<file path="src/hw/rtl/orlr_pkg.sv">
// ----------------------------------------------------------------------------
// orlr_pkg: shared types and constants for the overwriting ring log reader.
// Holds the transaction structs, the command codes and the control and
// status bundles passed between the controller and the datapath.
// ----------------------------------------------------------------------------
package orlr_pkg;

	// Default sizes of the ring store and of one read burst.
	localparam int DEPTH_DEF       = 64;
	localparam int RECORD_BITS_DEF = 64;
	localparam int MAX_BURST_DEF   = 32;

	// Records kept clear behind the newest one for the in-flight write window.
	localparam int WRITE_MARGIN = 8;

	// Command codes of an input transaction.
	localparam logic CMD_WRITE = 1'b0;
	localparam logic CMD_READ  = 1'b1;

	// One input transaction.
	typedef struct packed {
		logic        command;
		logic [63:0] write_data;
		logic [63:0] target_index;
		logic [5:0]  requested_count;
	} req_t;

	// One result transaction.
	typedef struct packed {
		logic [63:0] entry_data;
		logic        entry_valid;
		logic [5:0]  copied_count;
		logic [63:0] next_index;
		logic        last;
	} rsp_t;

	// Commands from the controller to the datapath.
	typedef struct packed {
		logic wr;
		logic load;
		logic calc1;
		logic calc2;
		logic calc3;
		logic prime;
		logic emit_none;
		logic emit_zero;
		logic emit_rec;
	} ctrl_cmd_t;

	// Status from the datapath to the controller.
	typedef struct packed {
		logic avail;
		logic n_zero;
		logic last_rec;
	} ctrl_stat_t;

endpackage

</file>
<file path="src/hw/rtl/orlr_ctrl.sv">
// ----------------------------------------------------------------------------
// orlr_ctrl: sequencing state machine of the ring log reader.
// Takes writes in place, walks a read through three set-up steps and a
// read-ahead step, then streams one record per cycle until the burst ends.
// ----------------------------------------------------------------------------
module orlr_ctrl (
	input  logic                   clk,
	input  logic                   arst_n,
	input  logic                   start,
	input  logic                   command,
	input  orlr_pkg::ctrl_stat_t   stat,
	output orlr_pkg::ctrl_cmd_t    cmd,
	output logic                   busy
);

	localparam logic [2:0] ST_IDLE   = 3'd0;
	localparam logic [2:0] ST_CALC1  = 3'd1;
	localparam logic [2:0] ST_CALC2  = 3'd2;
	localparam logic [2:0] ST_CALC3  = 3'd3;
	localparam logic [2:0] ST_PRIME  = 3'd4;
	localparam logic [2:0] ST_STREAM = 3'd5;

	logic [2:0] state_q;
	logic [2:0] state_nx;

	assign busy = (state_q != ST_IDLE);

	// Next state and datapath commands.
	always_comb begin
		state_nx = state_q;
		cmd      = '0;
		case (state_q)
			ST_IDLE: begin
				if (start) begin
					if (command == orlr_pkg::CMD_READ) begin
						cmd.load = 1'b1;
						state_nx = ST_CALC1;
					end else begin
						cmd.wr = 1'b1;
					end
				end
			end
			ST_CALC1: begin
				cmd.calc1 = 1'b1;
				state_nx  = ST_CALC2;
			end
			ST_CALC2: begin
				if (!stat.avail) begin
					cmd.emit_none = 1'b1;
					state_nx      = ST_IDLE;
				end else begin
					cmd.calc2 = 1'b1;
					state_nx  = ST_CALC3;
				end
			end
			ST_CALC3: begin
				cmd.calc3 = 1'b1;
				state_nx  = ST_PRIME;
			end
			ST_PRIME: begin
				if (stat.n_zero) begin
					cmd.emit_zero = 1'b1;
					state_nx      = ST_IDLE;
				end else begin
					cmd.prime = 1'b1;
					state_nx  = ST_STREAM;
				end
			end
			ST_STREAM: begin
				cmd.emit_rec = 1'b1;
				if (stat.last_rec) begin
					state_nx = ST_IDLE;
				end
			end
			default: begin
				state_nx = ST_IDLE;
			end
		endcase
	end

	// State register.
	always_ff @(posedge clk or negedge arst_n) begin
		if (!arst_n) begin
			state_q <= ST_IDLE;
		end else begin
			state_q <= state_nx;
		end
	end

endmodule

</file>
<file path="config.mk">
export PLATFORM = sky130hd
export DESIGN_NAME = orlr_ctrl
export DESIGN_NICKNAME = d
export VERILOG_FILES = /design/src/hw/rtl/orlr_pkg.sv /design/src/hw/rtl/orlr_ctrl.sv
export SDC_FILE = /design/constraint.sdc
export NUM_CORES = 1
export LEC_CHECK = 0
export ABC_AREA = 1
export BUFFER_PORTS_ARGS = -buffer_cell sky130_fd_sc_hd__buf_4
export CAP_MARGIN = 20
export CORE_AREA = 2 2 39 41
export DETAILED_ROUTE_END_ITERATION = 8
export DIE_AREA = 0 0 41 43
export MAX_ROUTING_LAYER = met4
export REMOVE_ABC_BUFFERS = 1
export SYNTH_ARGS = -nofsm -noshare
export SYNTH_HDL_FRONTEND = slang
export SYNTH_SLANG_ARGS = --single-unit
</file>
<file path="constraint.sdc">
create_clock -name clk -period 1.5 [get_ports clk]
set_input_delay 0.3 -clock clk [delete_from_list [all_inputs] [get_ports clk]]
set_output_delay 0.3 -clock clk [all_outputs]
set_load 0.02 [all_outputs]
</file>
==> results of run 1 <==
==> cell type report <==
class,count,area (um2),area share [%]
multi-input cells,23,140.1,27.86
repair buffers,25,201.4,40.05
well taps,16,20.02,3.980
inverters,9,36.28,7.214
flip-flops and latches,3,78.83,15.67
clock buffers,4,26.28,5.224
==> path summary, 6_finish.rpt <==
check,to,slack (ps),depth (start not counted)
max in group asynchronous,state_q[0]$_DFFE_PN0P_,1000,2
min reg2reg,state_q[2]$_DFFE_PN0P_,630,2
max,cmd[8],-20,4
min,state_q[0]$_DFFE_PN0P_,330,4
max reg2reg,state_q[0]$_DFFE_PN0P_,280,8
min in group asynchronous,state_q[2]$_DFFE_PN0P_,400,2
==> kinds of logic (layout without fill, tap and decap cells) <==
family	after synthesis	count (layout)
flops	3	3
simple gates	21	21
compound gates	2	2
buf+inv	9	38
==> worst max-delay path: stages, from the launching register on <==
cell,delay [ps]
dfrtp_2,440
nor2_4,150
nand2_4,60
nor3b_2,170
buf_4,160
==> per-stage QoR <==
stage | std cells | setup slack [ps] | instance area, um2 | hold slack [ps] | setup TNS (ps)
after floorplan | 35 | -51.85 | 221.5 | 4.409 | -51.85
after global placement | 67 | 179.4 | 361.6 | 90.25 | 0
after detailed placement | 67 | 148.8 | 361.6 | 92.18 | 0
after CTS | 75 | -16.47 | 434.2 | 335.6 | -16.47
after global routing | 80 | -73.26 | 503.0 | 354.4 | -233.6
final | 80 | -17.40 | 503.0 | 333.7 | -17.40
==> placed cells by master, fill, tap and decap left out, drive strengths merged <==
| master | count |
|---|---|
| buf | 24 |
| inv | 9 |
| nand2 | 7 |
| nor2 | 7 |
| clkbuf | 4 |
| dfrtp | 3 |
| o21ai | 2 |
| nand3 | 2 |
| nand4 | 1 |
| nor3 | 1 |
| nor3b | 1 |
| nor4 | 1 |
| nand3b | 1 |
| dlygate4sd3 | 1 |
==> power by group through the flow <==
stage               registers, mW  clock network [mW]  logic, mW
floorplan                   0.162                   0      0.298
global placement            0.173                   0      0.462
detailed placement          0.172                   0      0.466
CTS                         0.173               0.146      0.556
global route                0.201               0.155      0.765
finish                      0.195               0.141      0.691
==> layer usage <==
metal | share of wire [%] | wire, um | track usage, % | vias to the layer above
met5 | 0 | 0 | - | -
met4 | 0.57 | 4 | 4.000 | 0
met3 | 7.4 | 52 | 4.712 | 2
met2 | 49 | 341 | 11.88 | 8
met1 | 43 | 303 | 12.62 | 140
li1 | - | - | - | 164
==> what timing repair did <==
item,CTS,global route
gates resized for setup,4,11
setup buffers,3,5
endpoints found under the hold margin,3,0
hold buffers,1,0
pin swaps,2,5
setup endpoints to repair,3,9
==> summary.md, run 1 <==
| Metric | Value |
|---|---|
| Syn_area_per_cell | 6.327 um2 |
| DRT iter0 DRCs | 2 |
| Post-Synth XOR/XNOR Area | 0% |
| Worst Skew | 2.218 ps |
| Biggest register | state_q |
| Maxcap violations | 0 |
| Share of total power in sequential cells | 19.0% |
| Filler cells | 159 |
| Yosys cell types | 13 |
| Peak VDD IR | 618.2 uV |
| Area delta synth->final | 127.1% |
| N_diodes | 0 |
| Synth warnings | 0 |
| I/O Buffers | 16 |
| Leak pwr | 0.2822 nW |
| Die area | 1763 um2 |
| Worst Path Required | 1200 ps |
| Post-synth ARST share | 100.0% |
| PD cells | 2042 nW/um2 |
| Share of cells above drive strength 1 | 60.94% |
| Seq cells post-synth | 3 |
| Synth Area in Adders | 0% |
| Slew headroom | 83.30% |
| Largest family of logic cells by synthesized area | simple AND/OR/NAND/NOR gates |
| Most frequent cell after synthesis | inv_1 |
| Period Utilization, post-route | 101.2% |
| Antenna viol nets, final | 0 |
| Clock buffer depth | 2 |
| Failing checks | setup timing |
| Slew Viols, Final | 0 |
| Core Util, Final | 36.35% |
| Tot GR Track Use | 9.485% |
| Rows | 14 |
| Avg WL per Cell | 8.763 um |
| Clock Power Share | 13.7% |
| Compound-Gate Fraction of Synth Area | 4.520% |
| Sw Pwr | 452.1 uW |
| Final GP Congestion | 0.6716 |
| Ports | 17 |
| Crit end category | output port |
| CTS tree | built |
| Initial antenna violation count | 0 |
| Post-synthesis sequential area ratio | 33.90% |
| Post-Synthesis Cell Area | 221.5 um2 |
| Status | complete, but fails checks |
| Clock latency on the worst-skew pair | 230 ps |
| Crit Path Category | reg2out |
| Post-DP HPWL | 488.5 um |
| Post-route total power | 1.027 mW |
| CTS root buf | clkbuf_4 |
| Hold Vio Cnt, Final | 0 |
| Crit-path max FO | 6 |
| Proportion of synthesized area in mux cells | 0% |
| Ys flop type | dfrtp_1 |
| Sw frac | 44.01% |
| Critical path origin | state_q[0]$_DFFE_PN0P_ |
| Routed WL | 701 um |
| Synth area leaders | dfrtp_1, inv_1, nand2_1 |
| Hold path startpoint | stat[0] |
| Combinational share of power | 67.2% |
| RSZ-0062 raised after global routing | true |
| Simple-gate portion of the synthesized area | 46.33% |
| CTS sink count | 3 |
| CP Data Arrival Time | 1220 ps |
| Max reg flops | 3 |
| Grt total ovfl | 0 |
| Max frequency | 0.6590 GHz |
| Total CTS buffers | 3 |
| Tmin final | 1517 ps |
| Drt first pass iters | 2 |
| Top post-synthesis cells by count | inv_1, nand2_1, nor2_1 |
| CTS H-tree lvls | 1 |
| Synth area leader | dfrtp_1 |
| RR Startpoint | state_q[0]$_DFFE_PN0P_ |
| Vias in the first global route | 271 |
| First-pass GRT wire length | 1076 um |
| Syn Inst Count | 35 |
| Worst Max-Slew Pin Slew | 248.2 ps |
| Clock-pin slew on the worst setup and hold paths | 40 ps |
| # setup viols final | 1 |
| Top cell type's share of synthesized area | 33.90% |
| CP startpoint kind | flip-flop |
| DRC | 0 |
| Worst Hold Class | in2reg |
| Largest registers | state_q x3 |
| Avg Vias per Cell | 3.925 |
| Largest net degree at the start of global routing | 7 |
| Slack of the critical path | -17.40 ps |
| Cell Int Power | 575.2 uW |
| Via count | 314 |
| Post-synth EDFFs | 0 |
| Die W | 41 um |
| Final nets | 72 |
| Initial core utilization | 16.00% |
| Die Y | 43 um |
| Core area | 1384 um2 |
Power figures use the tool's default switching activity.
==> run 2, diff against run 1 <==
--- a/config.mk
+++ b/config.mk
@@ -7,3 +7,2 @@
 export LEC_CHECK = 0
-export ABC_AREA = 1
 export BUFFER_PORTS_ARGS = -buffer_cell sky130_fd_sc_hd__buf_4
@@ -14,2 +13,3 @@
 export MAX_ROUTING_LAYER = met4
+export RECOVER_POWER = 25
 export REMOVE_ABC_BUFFERS = 1
--- a/constraint.sdc
+++ b/constraint.sdc
@@ -3,2 +3,2 @@
 set_output_delay 0.3 -clock clk [all_outputs]
-set_load 0.02 [all_outputs]
+set_load 0.01 [all_outputs]
==> run 2 against run 1 <==
Against the previous run:
- the run still ends with setup timing left
- clock skew fell by 1.3 ps
- die area did not move
- sequential share of layout area fell by 0.81 points
- critical path depth fell by 1
- combinational power fell by 13%
- global-route usage rose by 0.10 points
- flip-flop and latch count did not move
==> summary.md, run 2 <==
| Metric | Value |
|---|---|
| Core Util, Final | 38.34% |
| Initial core utilization | 18.81% |
| Reg2reg end | state_q[2]$_DFFE_PN0P_ |
| Share of cells above drive strength 1 | 65.45% |
| Die W | 41 um |
| Most common cell after layout, fill and taps aside | buf_4 |
| Top post-synthesis cells by count | nor2_1, dfrtp_1 |
| Reg area | 78.83 um2 |
| RSZ-0062 raised after global routing | true |
| R2R setup slack | 300 ps |
| Most frequent cell after synthesis | nor2_1 |
| Largest net degree at the start of global routing | 12 |
| Hold path startpoint | stat[0] |
| Largest registers | state_q x3 |
| Initial antenna violation count | 0 |
| Hold Vio Cnt, Final | 0 |
| Grt total ovfl | 0 |
| Synth area leaders | dfrtp_1, nor4b_4, nor2_1 |
| Tot GR Track Use | 9.588% |
| First-pass GRT wire length | 1041 um |
| Yosys cell types | 20 |
| Worst Hold End | state_q[0]$_DFFE_PN0P_ |
| Max frequency | 0.6535 GHz |
| Via count | 303 |
| Post-DP HPWL | 503 um |
| Slew Viols, Final | 0 |
| Final instance area | 530.5 um2 |
| Post-synth ARST share | 100.0% |
| Area of the multi-input gates | 187.7 um2 |
| Post-synth EDFFs | 0 |
| Syn Inst Count | 29 |
| Status | complete, but fails checks |
| RR Startpoint | state_q[2]$_DFFE_PN0P_ |
| Area of placed instances | 399.1 um2 |
| Peak VDD IR | 666.9 uV |
| Final nets | 63 |
| Slack of the critical path | -30.12 ps |
| Hold path cells | 3 |
| Drt first pass iters | 3 |
| CP startpoint kind | flip-flop |
| Clock-pin slew on the worst setup and hold paths | 30 ps |
| Core area | 1384 um2 |
| PD cells | 1789 nW/um2 |
| Post-Synthesis Cell Area | 260.3 um2 |
| DRC | 0 |
| CTS H-tree lvls | 1 |
| Synth area leader | dfrtp_1 |
| CP Data Arrival Time | 1230 ps |
| Clock buffer depth | 2 |
| Max reg flops | 3 |
| DRT iter0 DRCs | 8 |
| Crit end category | output port |
| Seq cells post-synth | 3 |
| Ys flop type | dfrtp_1 |
| Maxcap violations | 0 |
| Slew headroom | 83.19% |
| Syn_area_per_cell | 8.974 um2 |
| CTS tree | built |
| Clock latency on the worst-skew pair | 230 ps |
| Avg WL per Cell | 9.873 um |
| Crit Path Category | reg2out |
| Biggest register | state_q |
| CTS sink count | 3 |
| Tmin final | 1530 ps |
| Die Y | 43 um |
| Avg Vias per Cell | 4.268 |
| CTS root buf | clkbuf_4 |
| Final GP Congestion | 0.7479 |
| I/O Buffers | 16 |
| Period Utilization, post-route | 102.0% |
| Post-synthesis sequential area ratio | 28.85% |
| Worst Path Required | 1200 ps |
| Synth warnings | 0 |
| Filler cells | 150 |
| Worst Skew | 0.8977 ps |
| Vias in the first global route | 249 |
| Leak pwr | 0.2680 nW |
| Most frequent cells in the layout | buf_4, buf_6, nor2_1, clkbuf_4, dfrtp_2 |
| Top cell type's share of synthesized area | 28.85% |
| Total CTS buffers | 3 |
| Worst Reg-to-Reg Cells | 3 |
| Failing checks | setup timing |
| Rows | 14 |
| N_diodes | 0 |
| Ports | 17 |
| Crit-path max FO | 5 |
| Routed WL | 701 um |
| Die area | 1763 um2 |
| # setup viols final | 2 |
| Area delta synth->final | 103.8% |
| Worst Max-Slew Pin Slew | 251.6 ps |
| Worst Hold Class | in2reg |
| Antenna viol nets, final | 0 |
## run 2: cell count changes in the layout (fill, tap and decap cells not counted), moves of 2 or more
| cell | delta |
|---|---|
| and3b_2 | +2 |
| nand2_1 | -4 |
| a21oi_1 | +2 |
| buf_4 | -5 |
| inv_1 | -5 |
| buf_6 | +2 |
## run 2: cells by family after synthesis
logic type	after synthesis	synth area share, %
flops	3	28.85
simple gates	17	49.04
compound gates	5	12.98
buf+inv	4	9.134
## run 2: stage by stage
stage,cells,hold WS [ps],setup TNS (ps),power (mW),setup WS [ps]
finish,71,354.5,-39.34,0.9491,-30.12
global route,71,350.4,-510.4,1.024,-122.4
CTS,67,352.6,-85.13,0.7968,-51.14
detailed placement,61,91.23,0,0.5958,147.6
global placement,61,90.25,0,0.5867,160.2
floorplan,27,4.409,0,0.3928,233.7
## run 2: what timing repair did
| action | CTS | global route |
|---|---|---|
| endpoints found under the hold margin | 3 | 0 |
| resized for setup | 6 | 8 |
| pin swaps | 1 | 3 |
| cloned | 0 | 0 |
| hold buffers | 1 | 0 |
| buffers inserted | 1 | 4 |
| setup endpoints to repair | 7 | 10 |
## run 2: how the worst max path moves through the flow
stage / from / to / slack (ps)
after floorplan: state_q[0]$_DFFE_PN0P_ / cmd[8] / 230
after global placement: state_q[1]$_DFFE_PN0P_ / cmd[7] / 160
after detailed placement: state_q[1]$_DFFE_PN0P_ / cmd[7] / 150
after CTS: state_q[0]$_DFFE_PN0P_ / cmd[3] / -50
after global routing: state_q[0]$_DFFE_PN0P_ / cmd[3] / -120
final: state_q[0]$_DFFE_PN0P_ / cmd[3] / -30
## run 2: cell type report
cell class / instances / share of cell area, %
Timing Repair Buffer: 24 / 39.62
Multi-Input combinational cell: 22 / 35.38
Sequential cell: 3 / 14.86
Clock buffer: 4 / 4.953
Tap cell: 16 / 3.774
Inverter: 2 / 1.415
## run 2: per-layer routing
layer	vias up	GRT usage [%]	part of all wire (%)
li1	154	-	-
met3	0	4.712	8.6
met5	-	-	0
met1	135	12.30	44
met2	14	10.63	48
met4	0	8.000	0
## run 2: report_power, final
part | leakage, nW | internal [mW] | total (mW) | switching, mW
Combinational | 0.218 | 0.379 | 0.603 | 0.224
Clock | 0.0150 | 0.0997 | 0.142 | 0.0422
Sequential | 0.0350 | 0.122 | 0.204 | 0.0823
## run 2: worst max-delay path: stages, from the launching register on
cell and delay, ps:
dfrtp_2 430, buf_6 140, nor4b_4 260, buf_4 160
